==> config.mk <==
export PLATFORM = sky130hd
export DESIGN_NAME = voxel_cube_frame_engine
export DESIGN_NICKNAME = d
export VERILOG_FILES = /design/src/design/vcf_pkg.sv /design/src/design/vcf_frame_ram.sv /design/src/design/vcf_byte_alu.sv /design/src/design/voxel_cube_frame_engine.sv
export SDC_FILE = /design/constraint.sdc
export NUM_CORES = 1
export LEC_CHECK = 0
export ABC_CLOCK_PERIOD_IN_PS = 6200
export BUFFER_PORTS_ARGS = -buffer_cell sky130_fd_sc_hd__buf_2
export CORE_MARGIN = 5
export CORE_UTILIZATION = 25
export DETAILED_ROUTE_END_ITERATION = 6
export GPL_ROUTABILITY_DRIVEN = 0
export SYNTH_ARGS = -nofsm -noshare
export SYNTH_HDL_FRONTEND = slang
export SYNTH_SLANG_ARGS = --single-unit
==> constraint.sdc <==
create_clock -name aclk -period 6.2 [get_ports aclk]
set_input_delay 1.24 -clock aclk [delete_from_list [all_inputs] [get_ports aclk]]
set_output_delay 1.24 -clock aclk [all_outputs]
set_load 0.1 [all_outputs]
==> src/design/vcf_pkg.sv <==
`timescale 1ns / 1ps

package vcf_pkg;

    localparam int CELL_COUNT = 64;

    localparam logic [3:0] OP_SET_VOXEL   = 4'd0;
    localparam logic [3:0] OP_CLEAR_VOXEL = 4'd1;
    localparam logic [3:0] OP_READ_VOXEL  = 4'd2;
    localparam logic [3:0] OP_SET_PLANE   = 4'd3;
    localparam logic [3:0] OP_SHIFT       = 4'd4;
    localparam logic [3:0] OP_CLEAR_ALL   = 4'd5;
    localparam logic [3:0] OP_FILL_ALL    = 4'd6;
    localparam logic [3:0] OP_DRAW_CUBE   = 4'd7;
    localparam logic [3:0] OP_RENDER      = 4'd8;

    localparam logic [1:0] AXIS_X = 2'd0;
    localparam logic [1:0] AXIS_Y = 2'd1;
    localparam logic [1:0] AXIS_Z = 2'd2;

    localparam logic [2:0] DIR_POS_X = 3'd0;
    localparam logic [2:0] DIR_NEG_X = 3'd1;
    localparam logic [2:0] DIR_POS_Z = 3'd2;
    localparam logic [2:0] DIR_NEG_Z = 3'd3;
    localparam logic [2:0] DIR_POS_Y = 3'd4;
    localparam logic [2:0] DIR_NEG_Y = 3'd5;

    localparam logic [1:0] KIND_ACK   = 2'd0;
    localparam logic [1:0] KIND_READ  = 2'd1;
    localparam logic [1:0] KIND_LAYER = 2'd2;

    typedef struct packed {
        logic [3:0] operation;
        logic [2:0] x_coord;
        logic [2:0] y_coord;
        logic [2:0] z_coord;
        logic [1:0] plane_axis;
        logic [2:0] plane_index;
        logic [2:0] shift_direction;
        logic [3:0] edge_size;
    } vcf_in_t;

    typedef struct packed {
        logic [1:0]  result_kind;
        logic        voxel_lit;
        logic [7:0]  layer_select;
        logic [63:0] layer_data;
        logic        last_result;
    } vcf_out_t;

endpackage

==> src/design/vcf_frame_ram.sv <==
`timescale 1ns / 1ps

module vcf_frame_ram (
    input  logic       aclk,
    input  logic       wr_en,
    input  logic [5:0] wr_addr,
    input  logic [7:0] wr_data,
    input  logic [5:0] rd_addr,
    output logic [7:0] rd_data
);
    import vcf_pkg::*;

    logic [7:0] mem [CELL_COUNT];
    logic [7:0] rd_data_reg;

    always_ff @(posedge aclk) begin
        if (wr_en) begin
            mem[wr_addr] <= wr_data;
        end
        rd_data_reg <= mem[rd_addr];
    end

    assign rd_data = rd_data_reg;

endmodule

==> src/design/vcf_byte_alu.sv <==
`timescale 1ns / 1ps

module vcf_byte_alu (
    input  vcf_pkg::vcf_in_t cmd,
    input  logic [5:0]       dest,
    input  logic [7:0]       old_byte,
    input  logic             zero_fill,
    output logic [7:0]       new_byte,
    output logic             wr_en
);
    import vcf_pkg::*;

    logic [4:0] lo_x, lo_y, lo_z;
    logic [4:0] hi_x, hi_y, hi_z;
    logic [2:0] byte_y, byte_z;
    logic       y_edge, y_span, z_edge, z_span;
    logic [7:0] cube_mask;
    logic [7:0] x_bit;

    function automatic logic on_edge(input logic [2:0] v, input logic [4:0] lo,
                                     input logic [4:0] hi);
        logic [4:0] w;
        w = {2'b00, v};
        return (w == lo) || (w == hi);
    endfunction

    function automatic logic in_span(input logic [2:0] v, input logic [4:0] lo,
                                     input logic [4:0] hi);
        logic [4:0] w;
        w = {2'b00, v};
        return (w >= lo) && (w <= hi);
    endfunction

    assign lo_x = {2'b00, cmd.x_coord};
    assign lo_y = {2'b00, cmd.y_coord};
    assign lo_z = {2'b00, cmd.z_coord};
    assign hi_x = lo_x + {1'b0, cmd.edge_size} - 5'd1;
    assign hi_y = lo_y + {1'b0, cmd.edge_size} - 5'd1;
    assign hi_z = lo_z + {1'b0, cmd.edge_size} - 5'd1;

    // Row is 7 - y and column is 7 - z, so the coordinates are the inverted fields.
    assign byte_y = ~dest[5:3];
    assign byte_z = ~dest[2:0];
    assign y_edge = on_edge(byte_y, lo_y, hi_y);
    assign y_span = in_span(byte_y, lo_y, hi_y);
    assign z_edge = on_edge(byte_z, lo_z, hi_z);
    assign z_span = in_span(byte_z, lo_z, hi_z);
    assign x_bit  = 8'b1 << cmd.x_coord;

    // A voxel lies on a cube edge when two coordinates sit on a face and the
    // third lies within the span.
    always_comb begin
        for (int i = 0; i < 8; i++) begin
            cube_mask[i] = (on_edge(3'(i), lo_x, hi_x) && z_edge && y_span)
                        || (on_edge(3'(i), lo_x, hi_x) && y_edge && z_span)
                        || (y_edge && z_edge && in_span(3'(i), lo_x, hi_x));
        end
    end

    always_comb begin
        new_byte = old_byte;
        wr_en    = 1'b1;
        case (cmd.operation)
            OP_SET_VOXEL: begin
                new_byte = old_byte | x_bit;
            end
            OP_CLEAR_VOXEL: begin
                new_byte = old_byte & ~x_bit;
            end
            OP_READ_VOXEL: begin
                wr_en = 1'b0;
            end
            OP_SET_PLANE: begin
                case (cmd.plane_axis)
                    AXIS_X: new_byte = old_byte | (8'b1 << cmd.plane_index);
                    AXIS_Y: if (dest[5:3] == ~cmd.plane_index) new_byte = 8'hFF;
                    AXIS_Z: if (dest[2:0] == ~cmd.plane_index) new_byte = 8'hFF;
                    default: new_byte = old_byte;
                endcase
            end
            OP_SHIFT: begin
                case (cmd.shift_direction)
                    DIR_POS_X: new_byte = old_byte << 1;
                    DIR_NEG_X: new_byte = old_byte >> 1;
                    DIR_POS_Z, DIR_NEG_Z, DIR_POS_Y, DIR_NEG_Y: begin
                        new_byte = zero_fill ? 8'h00 : old_byte;
                    end
                    default: new_byte = old_byte;
                endcase
            end
            OP_CLEAR_ALL: begin
                new_byte = 8'h00;
            end
            OP_FILL_ALL: begin
                new_byte = 8'hFF;
            end
            OP_DRAW_CUBE: begin
                if (cmd.edge_size != 4'd0) begin
                    new_byte = old_byte | cube_mask;
                end
            end
            OP_RENDER: begin
                wr_en = 1'b0;
            end
            default: begin
                wr_en = 1'b0;
            end
        endcase
    end

endmodule

==> src/design/voxel_cube_frame_engine.sv <==
`timescale 1ns / 1ps
// Voxel ops (set, clear, read) visit only the addressed byte, then give a result word.
// Plane, shift, clear, fill and cube commands sweep the 64-byte frame RAM one
// byte a cycle, through its one read port and one write port, then give an ack word.
// Render reads one byte a cycle within a layer and emits eight layer words; before
// each layer it waits until the pipeline and the result register are empty.
// After aresetn all 64 bytes of the RAM are cleared before the first word is taken.
module voxel_cube_frame_engine (
    input  logic              aclk,
    input  logic              aresetn,
    input  logic              s_valid,
    output logic              s_ready,
    input  vcf_pkg::vcf_in_t  s_data,
    output logic              m_valid,
    input  logic              m_ready,
    output vcf_pkg::vcf_out_t m_data
);
    import vcf_pkg::*;

    typedef enum logic [3:0] {
        ST_INIT = 4'b0001,
        ST_IDLE = 4'b0010,
        ST_RUN  = 4'b0100,
        ST_ACK  = 4'b1000
    } state_t;

    state_t     state_reg, state_next;
    logic [6:0] cnt_reg, cnt_next;
    vcf_in_t    cmd_reg, cmd_next;
    logic       p_valid_reg, p_valid_next;
    logic [5:0] p_dest_reg, p_dest_next;
    logic       p_zero_reg, p_zero_next;
    logic       lit_reg, lit_next;
    logic [55:0] acc_reg, acc_next;
    logic       m_valid_reg, m_valid_next;
    vcf_out_t   m_data_reg, m_data_next;

    logic       is_render, single_step, descending, issue;
    logic [6:0] step_count;
    logic [5:0] dest, src;
    logic       zero_fill;
    logic [7:0] rd_data, alu_byte;
    logic       alu_wr;
    logic       ram_we;
    logic [5:0] ram_waddr;
    logic [7:0] ram_wdata;
    logic       ld_layer, ld_ack;

    vcf_frame_ram u_ram (
        .aclk    (aclk),
        .wr_en   (ram_we),
        .wr_addr (ram_waddr),
        .wr_data (ram_wdata),
        .rd_addr (src),
        .rd_data (rd_data)
    );

    vcf_byte_alu u_alu (
        .cmd       (cmd_reg),
        .dest      (p_dest_reg),
        .old_byte  (rd_data),
        .zero_fill (p_zero_reg),
        .new_byte  (alu_byte),
        .wr_en     (alu_wr)
    );

    assign is_render = (cmd_reg.operation == OP_RENDER);

    always_comb begin
        single_step = 1'b1;
        if (cmd_reg.operation inside {[OP_SET_PLANE:OP_RENDER]}) begin
            single_step = 1'b0;
        end
    end

    assign step_count = single_step ? 7'd1 : 7'(CELL_COUNT);
    assign descending = (cmd_reg.operation == OP_SHIFT)
                     && (cmd_reg.shift_direction == DIR_NEG_Z
                         || cmd_reg.shift_direction == DIR_NEG_Y);

    // Shifts that pull from a lower address sweep downward and all other sweeps run
    // upward, so a source byte is always read before it is overwritten.
    always_comb begin
        if (single_step) begin
            dest = {~cmd_reg.y_coord, ~cmd_reg.z_coord};
        end else if (descending) begin
            dest = ~cnt_reg[5:0];
        end else begin
            dest = cnt_reg[5:0];
        end
        src       = dest;
        zero_fill = 1'b0;
        if (cmd_reg.operation == OP_SHIFT) begin
            case (cmd_reg.shift_direction)
                DIR_POS_Z: begin
                    src       = dest + 6'd1;
                    zero_fill = (dest[2:0] == 3'd7);
                end
                DIR_NEG_Z: begin
                    src       = dest - 6'd1;
                    zero_fill = (dest[2:0] == 3'd0);
                end
                DIR_POS_Y: begin
                    src       = dest + 6'd8;
                    zero_fill = (dest[5:3] == 3'd7);
                end
                DIR_NEG_Y: begin
                    src       = dest - 6'd8;
                    zero_fill = (dest[5:3] == 3'd0);
                end
                default: begin
                    src = dest;
                end
            endcase
        end
    end

    // Render starts each layer only with an empty pipeline and result register,
    // so the finished layer always finds the register free.
    assign issue = (state_reg == ST_RUN) && (cnt_reg != step_count)
                && (!is_render || cnt_reg[2:0] != 3'd0
                    || (!m_valid_reg && !p_valid_reg));

    assign ld_layer = p_valid_reg && is_render && (p_dest_reg[2:0] == 3'd7);
    assign ld_ack   = (state_reg == ST_ACK) && (!m_valid_reg || m_ready);

    always_comb begin
        if (state_reg == ST_INIT) begin
            ram_we    = 1'b1;
            ram_waddr = cnt_reg[5:0];
            ram_wdata = 8'h00;
        end else begin
            ram_we    = p_valid_reg && alu_wr;
            ram_waddr = p_dest_reg;
            ram_wdata = alu_byte;
        end
    end

    always_comb begin
        state_next   = state_reg;
        cnt_next     = cnt_reg;
        cmd_next     = cmd_reg;
        p_valid_next = issue;
        p_dest_next  = dest;
        p_zero_next  = zero_fill;
        lit_next     = lit_reg;
        acc_next     = acc_reg;
        s_ready      = 1'b0;

        if (p_valid_reg) begin
            lit_next = rd_data[cmd_reg.x_coord];
            acc_next = {acc_reg[47:0], rd_data};
        end

        case (state_reg)
            ST_INIT: begin
                cnt_next = cnt_reg + 7'd1;
                if (cnt_reg[5:0] == 6'h3F) begin
                    cnt_next   = 7'd0;
                    state_next = ST_IDLE;
                end
            end
            ST_IDLE: begin
                s_ready = 1'b1;
                if (s_valid) begin
                    cmd_next   = s_data;
                    cnt_next   = 7'd0;
                    state_next = ST_RUN;
                end
            end
            ST_RUN: begin
                if (issue) begin
                    cnt_next = cnt_reg + 7'd1;
                end
                if (cnt_reg == step_count && !p_valid_reg) begin
                    state_next = is_render ? ST_IDLE : ST_ACK;
                end
            end
            ST_ACK: begin
                if (ld_ack) begin
                    state_next = ST_IDLE;
                end
            end
            default: begin
                state_next = ST_INIT;
            end
        endcase
    end

    always_comb begin
        m_valid_next = m_valid_reg;
        m_data_next  = m_data_reg;
        if (m_valid_reg && m_ready) begin
            m_valid_next = 1'b0;
        end
        if (ld_layer) begin
            m_valid_next              = 1'b1;
            m_data_next.result_kind   = KIND_LAYER;
            m_data_next.voxel_lit     = 1'b0;
            m_data_next.layer_select  = 8'b1 << p_dest_reg[5:3];
            m_data_next.layer_data    = {acc_reg, rd_data};
            m_data_next.last_result   = (p_dest_reg[5:3] == 3'd7);
        end
        if (ld_ack) begin
            m_valid_next              = 1'b1;
            m_data_next.layer_select  = 8'h00;
            m_data_next.layer_data    = 64'h0;
            m_data_next.last_result   = 1'b1;
            if (cmd_reg.operation == OP_READ_VOXEL) begin
                m_data_next.result_kind = KIND_READ;
                m_data_next.voxel_lit   = lit_reg;
            end else begin
                m_data_next.result_kind = KIND_ACK;
                m_data_next.voxel_lit   = 1'b0;
            end
        end
    end

    always_ff @(posedge aclk) begin
        if (!aresetn) begin
            state_reg   <= ST_INIT;
            cnt_reg     <= 7'd0;
            p_valid_reg <= 1'b0;
            m_valid_reg <= 1'b0;
        end else begin
            state_reg   <= state_next;
            cnt_reg     <= cnt_next;
            p_valid_reg <= p_valid_next;
            m_valid_reg <= m_valid_next;
        end
    end

    always_ff @(posedge aclk) begin
        cmd_reg    <= cmd_next;
        p_dest_reg <= p_dest_next;
        p_zero_reg <= p_zero_next;
        lit_reg    <= lit_next;
        acc_reg    <= acc_next;
        m_data_reg <= m_data_next;
    end

    assign m_valid = m_valid_reg;
    assign m_data  = m_data_reg;

endmodule
==> impl_metrics.yaml, run 1 <==
floorplan:
  fp-row-count: 125
  chipHeight_um: 351
  initial_utilization_pct: 25.1
  die_area_mm2: 0.124
  core_region_area_mm2: 0.116
  die_x_um: 351
  io_pins: 107
route:
  drt_pre_antenna_iters: 5
  post_drt_wl_per_cell_um: 20.1
  detailedRoute.firstIterationViolations: 1491
  routed_via_density: 4.66
  wirelength_mm: 72.2
  detailroute.via_count: 16700
  dr_drc_count: 0
  detail-route-antenna-nets: 0
grt:
  grt_overflow: 0
  gr-usage-all-layers_pct: 11.4
  grt_pass1_vias: 16375
  grt_max_degree: 82
  grt_first_pass_wirelength_mm: 107
  grt_antenna_before_repair: 5
critical_path:
  critPathArrivalTime_ns: 5.82
  worst_r2r_path_depth: 15
  worst_setup_path_end_kind: "flop"
  worst-path-max-fanout: 17
  timing.critical_path.cells: "or4b_1 -> o21a_4 -> o31ai_1 -> inv_1 -> ha_1 -> nor2b_1 -> o21a_1 -> or3b_2 -> nand3_1 -> or2_2 -> and2_1 -> buf_4 -> a221oi_1 -> o21ai_1 -> a2bb2oi_1"
  critical-path-max-stage-delay_ns: 0.74
  path_class: "reg2reg"
  cpMaxStageDelayCell: "sky130_fd_sc_hd__or4b_1"
  critical_path.startpoint_type: "flop"
  required_ns: 6.74
cts:
  clock_sink_count: 698
  cts_setup_buffers: 0
  tritoncts: "done"
  cts_buf_count: 68
  cts_root_buffer: "sky130_fd_sc_hd__clkbuf_16"
  ctsResizeCount: 0
  clk_path_buf_depth: 3
  clock_insertion_delay_worst_skew_ns: 0.62
  clk_pin_slew_worst_paths_ns: 0.07
  cts.hold.buffers_added: 0
  h-tree-depth: 3
cells_and_area:
  post_route_cells_drive_above_1_share_pct: 18.5
  finish.net_count: 2076
  syn2layout_area_growth_pct: 15.1
  nFillCells: 11628
  layout_common_cells: "sky130_fd_sc_hd__edfxtp_1 (597), sky130_fd_sc_hd__nand2_1 (184), sky130_fd_sc_hd__a21oi_1 (138)"
  largest_register_ffs: 512
  layout_commonest_cell: "sky130_fd_sc_hd__edfxtp_1"
synthesis:
  yosysWarningCount: 0
  async_reset_ff_share_pct: 0
  syn-instance-count: 1894
  synth.cell_area_mm2: 0.0292
  synth-edff-count: 597
  mappedNetlistNets: 1964
  synthesis.area_per_instance_um2: 15.4
  synth_sequential_area_ratio_pct: 68.4
  synth_ff_type: "sky130_fd_sc_hd__edfxtp_1"
  ys_ff_latch: 698
  synth_cell_type_count: 76
sta:
  setup_viol_count_final: 0
  hold_violations: 0
  final_min_period_over_clock_period_pct: 85.2
  finalSetupTns_ns: 0
  timing.max_slew.rel_slack_pct: 15.1
  final.hold.worst_slack_ns: 0.446
  tightestPinTransition_ns: 1.27
  min_period_ns: 5.28
  rsz0062_at_grt: "false"
  fmax_mhz: 189
  final_skew_ns: 0.0208
  maxSlewViolCount: 0
pwr:
  power_per_cell_area_mw_per_mm2: 296
  worst_ir_drop_vdd_uv: 205
  leakage_dissipation_nw: 11.2
job:
  max_capacitance_violation_count: 0
placed_design:
  place_hpwl_mm: 45.9
  io_buffer_count: 106
hold_path:
  timing.hold.worst.class: "reg2reg"
  min_delay_path_depth: 0
run_status:
  run_status: "completed"
## cell families after synthesis
family	share of synthesized area [%]
xor gates and xnor gates	0.876
AOI/OAI and AO/OA	7.87
muxes	11.8
DFF	68.4
and+or+nand+nor	6.21
adders and majority gates	1.89
buffers and inverters	2.98
## synth_stat cells, types with 7 or more instances
cell | count | share of area, %
sky130_fd_sc_hd__nand2_1 | 184 | 2.4
sky130_fd_sc_hd__edfxtp_1 | 597 | 61
sky130_fd_sc_hd__mux4_2 | 72 | 5.6
sky130_fd_sc_hd__a221oi_1 | 7 | 0.21
sky130_fd_sc_hd__inv_1 | 59 | 0.76
sky130_fd_sc_hd__clkbuf_1 | 51 | 0.66
sky130_fd_sc_hd__a2bb2oi_1 | 8 | 0.24
sky130_fd_sc_hd__and3_1 | 8 | 0.17
sky130_fd_sc_hd__a22o_1 | 16 | 0.48
sky130_fd_sc_hd__a22oi_1 | 23 | 0.59
sky130_fd_sc_hd__o21ai_0 | 34 | 0.58
sky130_fd_sc_hd__nor2_1 | 120 | 1.5
sky130_fd_sc_hd__dfxtp_1 | 101 | 6.9
sky130_fd_sc_hd__mux2_2 | 40 | 1.5
sky130_fd_sc_hd__nand4_1 | 7 | 0.15
sky130_fd_sc_hd__nor4b_1 | 7 | 0.21
sky130_fd_sc_hd__o21a_1 | 7 | 0.18
sky130_fd_sc_hd__a31oi_1 | 9 | 0.19
sky130_fd_sc_hd__a211oi_1 | 9 | 0.23
sky130_fd_sc_hd__o21ai_1 | 16 | 0.27
sky130_fd_sc_hd__mux4_1 | 26 | 2.3
sky130_fd_sc_hd__nand2b_1 | 9 | 0.19
sky130_fd_sc_hd__buf_2 | 20 | 0.34
sky130_fd_sc_hd__nor3_1 | 21 | 0.36
sky130_fd_sc_hd__a21o_1 | 11 | 0.28
sky130_fd_sc_hd__ha_1 | 36 | 1.5
sky130_fd_sc_hd__mux2i_1 | 67 | 2.3
sky130_fd_sc_hd__a221o_1 | 8 | 0.27
sky130_fd_sc_hd__o31ai_1 | 7 | 0.18
sky130_fd_sc_hd__a21oi_1 | 139 | 2.4
sky130_fd_sc_hd__nor2b_1 | 11 | 0.24
sky130_fd_sc_hd__o22ai_1 | 18 | 0.39
sky130_fd_sc_hd__nand3_1 | 16 | 0.27
sky130_fd_sc_hd__xnor2_1 | 21 | 0.63
## routing by layer
metal	part of all wire, %	track usage [%]
met5	0.015	0
met4	2.3	2.86
met1	43	15.6
met3	8.4	2.96
met2	46	18.0
## cell type report
| class | instances | area [um2] | area share, % |
|---|---|---|---|
| tap | 1524 | 1910 | 5.68 |
| timing repair buffer | 141 | 843 | 2.51 |
| sequential | 698 | 20000 | 59.5 |
| clock inverter | 36 | 297 | 0.884 |
| antenna | 3 | 7.51 | 0.0224 |
| inverter | 59 | 221 | 0.660 |
| clock buffer | 88 | 1860 | 5.54 |
| multi-input combinational | 1038 | 8460 | 25.2 |
## worst max-delay path, delay by kind of cell, from the launching register on
kind | cells | cell delay [ns]
AOI/OAI and AO/OA | 6 | 1.29
buffers and inverters | 2 | 0.42
and+or+nand+nor | 6 | 2.58
DFF | 1 | 0.52
adders and majority gates | 1 | 0.37
## per-stage QoR
stage                     cell area, um2  total power [mW]  cells  setup slack [ns]  utilization [%]
after floorplan                    29200              5.71   1894            0.0669                -
after global placement             31400              5.95   3460              1.05             27.0
after detailed placement           31400              5.96   3460             0.951             27.0
after global routing               33500              10.2   3584             0.570             28.9
after CTS                          33500              10.0   3584             0.917             28.9
final                              33500              9.92   3587             0.921             28.9
## report_power, final
group	total, mW	switching, mW	internal [mW]
Clock	4.06	1.80	2.27
Combinational	0.607	0.413	0.195
Sequential	5.25	0.0484	5.20
Total	9.92	2.26	7.66
## final timing paths
| check | start | end | slack, ns |
|---|---|---|---|
| setup / recovery | cmd_reg[22] | u_ram.rd_data[3] | 0.92 |
| setup reg to reg | cmd_reg[22] | u_ram.rd_data[3] | 0.92 |
| hold / removal | acc_reg[6] | acc_reg[14] | 0.45 |
| hold reg to reg | acc_reg[6] | acc_reg[14] | 0.45 |
No activity file was read; power rests on OpenSTA's default activity.
==> run 2, diff against run 1 <==
CORE_MARGIN = 8   (was 5)
SYNTH_HIERARCHICAL = 1   (was unset)
==> impl_metrics.yaml, run 2 <==
run_status:
  run_status: "completed"
cts:
  clock_insertion_delay_worst_skew_ns: 0.63
  cts_buf_count: 75
  cts_root_buffer: "sky130_fd_sc_hd__clkbuf_16"
  clock_sink_count: 698
  tritoncts: "done"
  clk_pin_slew_worst_paths_ns: 0.06
  clk_path_buf_depth: 3
  cts_setup_buffers: 0
  h-tree-depth: 3
  ctsResizeCount: 0
  cts.hold.buffers_added: 0
cells_and_area:
  ant_diodes: 0
  nFillCells: 11485
  layout_common_cells: "sky130_fd_sc_hd__edfxtp_1 (597), sky130_fd_sc_hd__nand2_1 (186), sky130_fd_sc_hd__nor2_1 (128), sky130_fd_sc_hd__mux4_2 (128), sky130_fd_sc_hd__a21oi_1 (110)"
  post_route_cells_drive_above_1_share_pct: 21.8
  finish.cell_count_without_fillers: 3601
  seq_area_mm2: 0.0200
  syn2layout_area_growth_pct: 16.5
  largest_register_ffs: 512
  multi_input_area_mm2: 0.00869
  layout_commonest_cell: "sky130_fd_sc_hd__edfxtp_1"
  finish.net_count: 2086
critical_path:
  path_class: "reg2reg"
  critPathArrivalTime_ns: 5.71
  endpoint: "u_ram/rd_data[3]"
  cpMaxStageDelayCell: "sky130_fd_sc_hd__or4b_1"
  worst_r2r_path_depth: 10
  worst-path-max-fanout: 33
  reg2reg_from: "cmd_reg[22]"
  required_ns: 6.69
  crit-reg2reg-capture: "u_ram/rd_data[3]"
  critical_path.startpoint_type: "flop"
  worst-r2r-setup-slack_ns: 0.98
  timing.critical_path.cells: "or4b_1 -> o21a_4 -> o31ai_4 -> inv_2 -> fa_1 -> mux2_4 -> buf_4 -> mux4_2 -> a2111oi_0 -> o41ai_1"
  worst_setup_path_startpoint: "cmd_reg[22]"
  critical-path-max-stage-delay_ns: 0.77
  worst_setup_path_end_kind: "flop"
synthesis:
  synth-compound-area-share_pct: 6.72
  xor_and_xnor_fraction_of_the_mapped_netlist_area_pct: 0.808
  synthTopCellsByArea: "sky130_fd_sc_hd__edfxtp_1 (61%), sky130_fd_sc_hd__mux4_2 (9.9%), sky130_fd_sc_hd__dfxtp_1 (6.9%)"
  syn-instance-count: 1891
  synth_cell_type_count: 93
  post-synth-top-area-cell: "sky130_fd_sc_hd__edfxtp_1"
  synth.most_common_cell: "sky130_fd_sc_hd__edfxtp_1"
  synth_simple_gate_area_share_pct: 7.96
  synth_top_family_by_area: "multiplexers"
  synth-edff-count: 597
  ys_ff_latch: 698
  yosysWarningCount: 6
  synthesis.area_per_instance_um2: 15.5
  synth_sequential_area_ratio_pct: 68.2
  async_reset_ff_share_pct: 0
  muxShareOfSynthArea_pct: 11.9
  adder_cell_share_of_the_synthesized_area_pct: 1.88
  synth.top_cell.area_share_pct: 61.3
  mappedNetlistNets: 1961
  synth.cell_area_mm2: 0.0293
  synth_ff_type: "sky130_fd_sc_hd__edfxtp_1"
  synth_top_cells_by_count: "sky130_fd_sc_hd__edfxtp_1 (597), sky130_fd_sc_hd__nand2_1 (188), sky130_fd_sc_hd__nor2_1 (129)"
sta:
  min_period_ns: 5.22
  hold_violations: 0
  setup_viol_count_final: 0
  fmax_mhz: 192
  tightestPinTransition_ns: 1.18
  final_skew_ns: 0.0232
  finalSetupTns_ns: 0
  final_min_period_over_clock_period_pct: 84.1
  timing.max_slew.rel_slack_pct: 21.6
  rsz0062_at_grt: "false"
  maxSlewViolCount: 0
  final.hold.worst_slack_ns: 0.436
pwr:
  sw_frac_of_total_pct: 20.3
  power_per_cell_area_mw_per_mm2: 283
  power.combinational.fraction_pct: 1.8
  finalPower_mw: 9.65
  power_report.internal_total_mw: 7.69
  p_clk_share_pct: 45.6
  worst_ir_drop_vdd_uv: 152
  power.sequential.fraction_pct: 52.5
  p_switching_mw: 1.96
  leakage_dissipation_nw: 10.8
route:
  dr_drc_count: 0
  detailedRoute.firstIterationViolations: 1690
  wirelength_mm: 72.0
  routed_via_density: 4.71
  detailroute.via_count: 16974
  detail-route-antenna-nets: 0
  post_drt_wl_per_cell_um: 20.0
  drt_pre_antenna_iters: 5
placed_design:
  post-place-cells: 3463
  place_hpwl_mm: 46.9
  io_buffer_count: 106
hold_path:
  min_delay_path_depth: 0
  timing.hold.worst.class: "reg2reg"
floorplan:
  initial_utilization_pct: 25.2
  io_pins: 107
  die_area_mm2: 0.128
  die_x_um: 358
  chipHeight_um: 358
  fp-row-count: 125
  core_region_area_mm2: 0.116
grt:
  grt_first_pass_wirelength_mm: 108
  gr-usage-all-layers_pct: 10.9
  grt_max_degree: 81
  grt_antenna_before_repair: 1
  grt_overflow: 0
  grt_pass1_vias: 16698
job:
  max_capacitance_violation_count: 0
==> run 2: changes by cell type after synthesis, sizes merged, moves of 18 or more <==
cell   delta
a21oi    -26
a22oi    -18
mux2     -18
mux2i    -32
mux4     +30
nor2b    +22
o21ai    -18
==> run 2: logic make-up (layout without fill, tap and decap cells) <==
kind of cell / count (synthesis) / after routing
DFF: 698 / 698
and+or+nand+nor: 491 / 491
AOI/OAI and AO/OA: 290 / 290
muxes: 185 / 185
buffers and inverters: 159 / 345
adders and majority gates: 41 / 41
xor gates and xnor gates: 27 / 27
==> run 2: worst max-delay path, delay by kind of cell (launching register included) <==
| kind | cells | cell delay [ns] |
|---|---|---|
| buffers and inverters | 2 | 0.53 |
| multiplexers | 2 | 0.96 |
| AO/OA/AOI/OAI | 4 | 1.49 |
| flip-flops | 1 | 0.75 |
| adder cells (fa/ha/maj) | 1 | 0.54 |
| AND/OR/NAND/NOR | 1 | 0.77 |
==> run 2: power groups by stage <==
stage | sequential (mW) | combinational, mW | clock [mW]
after floorplan | 5.16 | 0.115 | 0
after global placement | 5.17 | 0.176 | 0
after detailed placement | 5.17 | 0.177 | 0
after CTS | 5.07 | 0.178 | 4.51
after global routing | 5.07 | 0.188 | 4.69
final | 5.07 | 0.176 | 4.40
==> run 2: layer usage <==
layer  track usage [%]  part of all wire [%]  up-vias
li1                  -                     -     7595
met1              14.5                    43     8605
met2              17.9                    47      649
met3              2.30                   7.4      125
met4              3.32                   2.6        0
met5                 0                     0        -
==> run 2: worst min path at each step <==
| stage | from | end |
|---|---|---|
| global route | acc_reg[21] | acc_reg[29] |
| global placement | acc_reg[42] | acc_reg[50] |
| detailed placement | acc_reg[36] | acc_reg[44] |
| finish | acc_reg[6] | acc_reg[14] |
| floorplan | acc_reg[2] | acc_reg[10] |
| CTS | acc_reg[36] | acc_reg[44] |
==> run 2: per-stage QoR <==
step / worst slack, ns / utilization, % / instance area (um2)
after floorplan: 1.24 / - / 29300
after global placement: 1.09 / 27.3 / 31700
after detailed placement: 1.01 / 27.3 / 31700
after CTS: 0.999 / 29.3 / 34100
after global routing: 0.604 / 29.3 / 34100
final: 0.984 / 29.3 / 34100
==> run 2: layout make-up <==
class	count	share of cell area (%)
sequential	698	58.5
multi-input combinational	1034	25.5
clock buffer	97	6.02
tap	1524	5.59
timing repair buffer	152	2.71
clock inverter	41	1.10
inverter	55	0.605
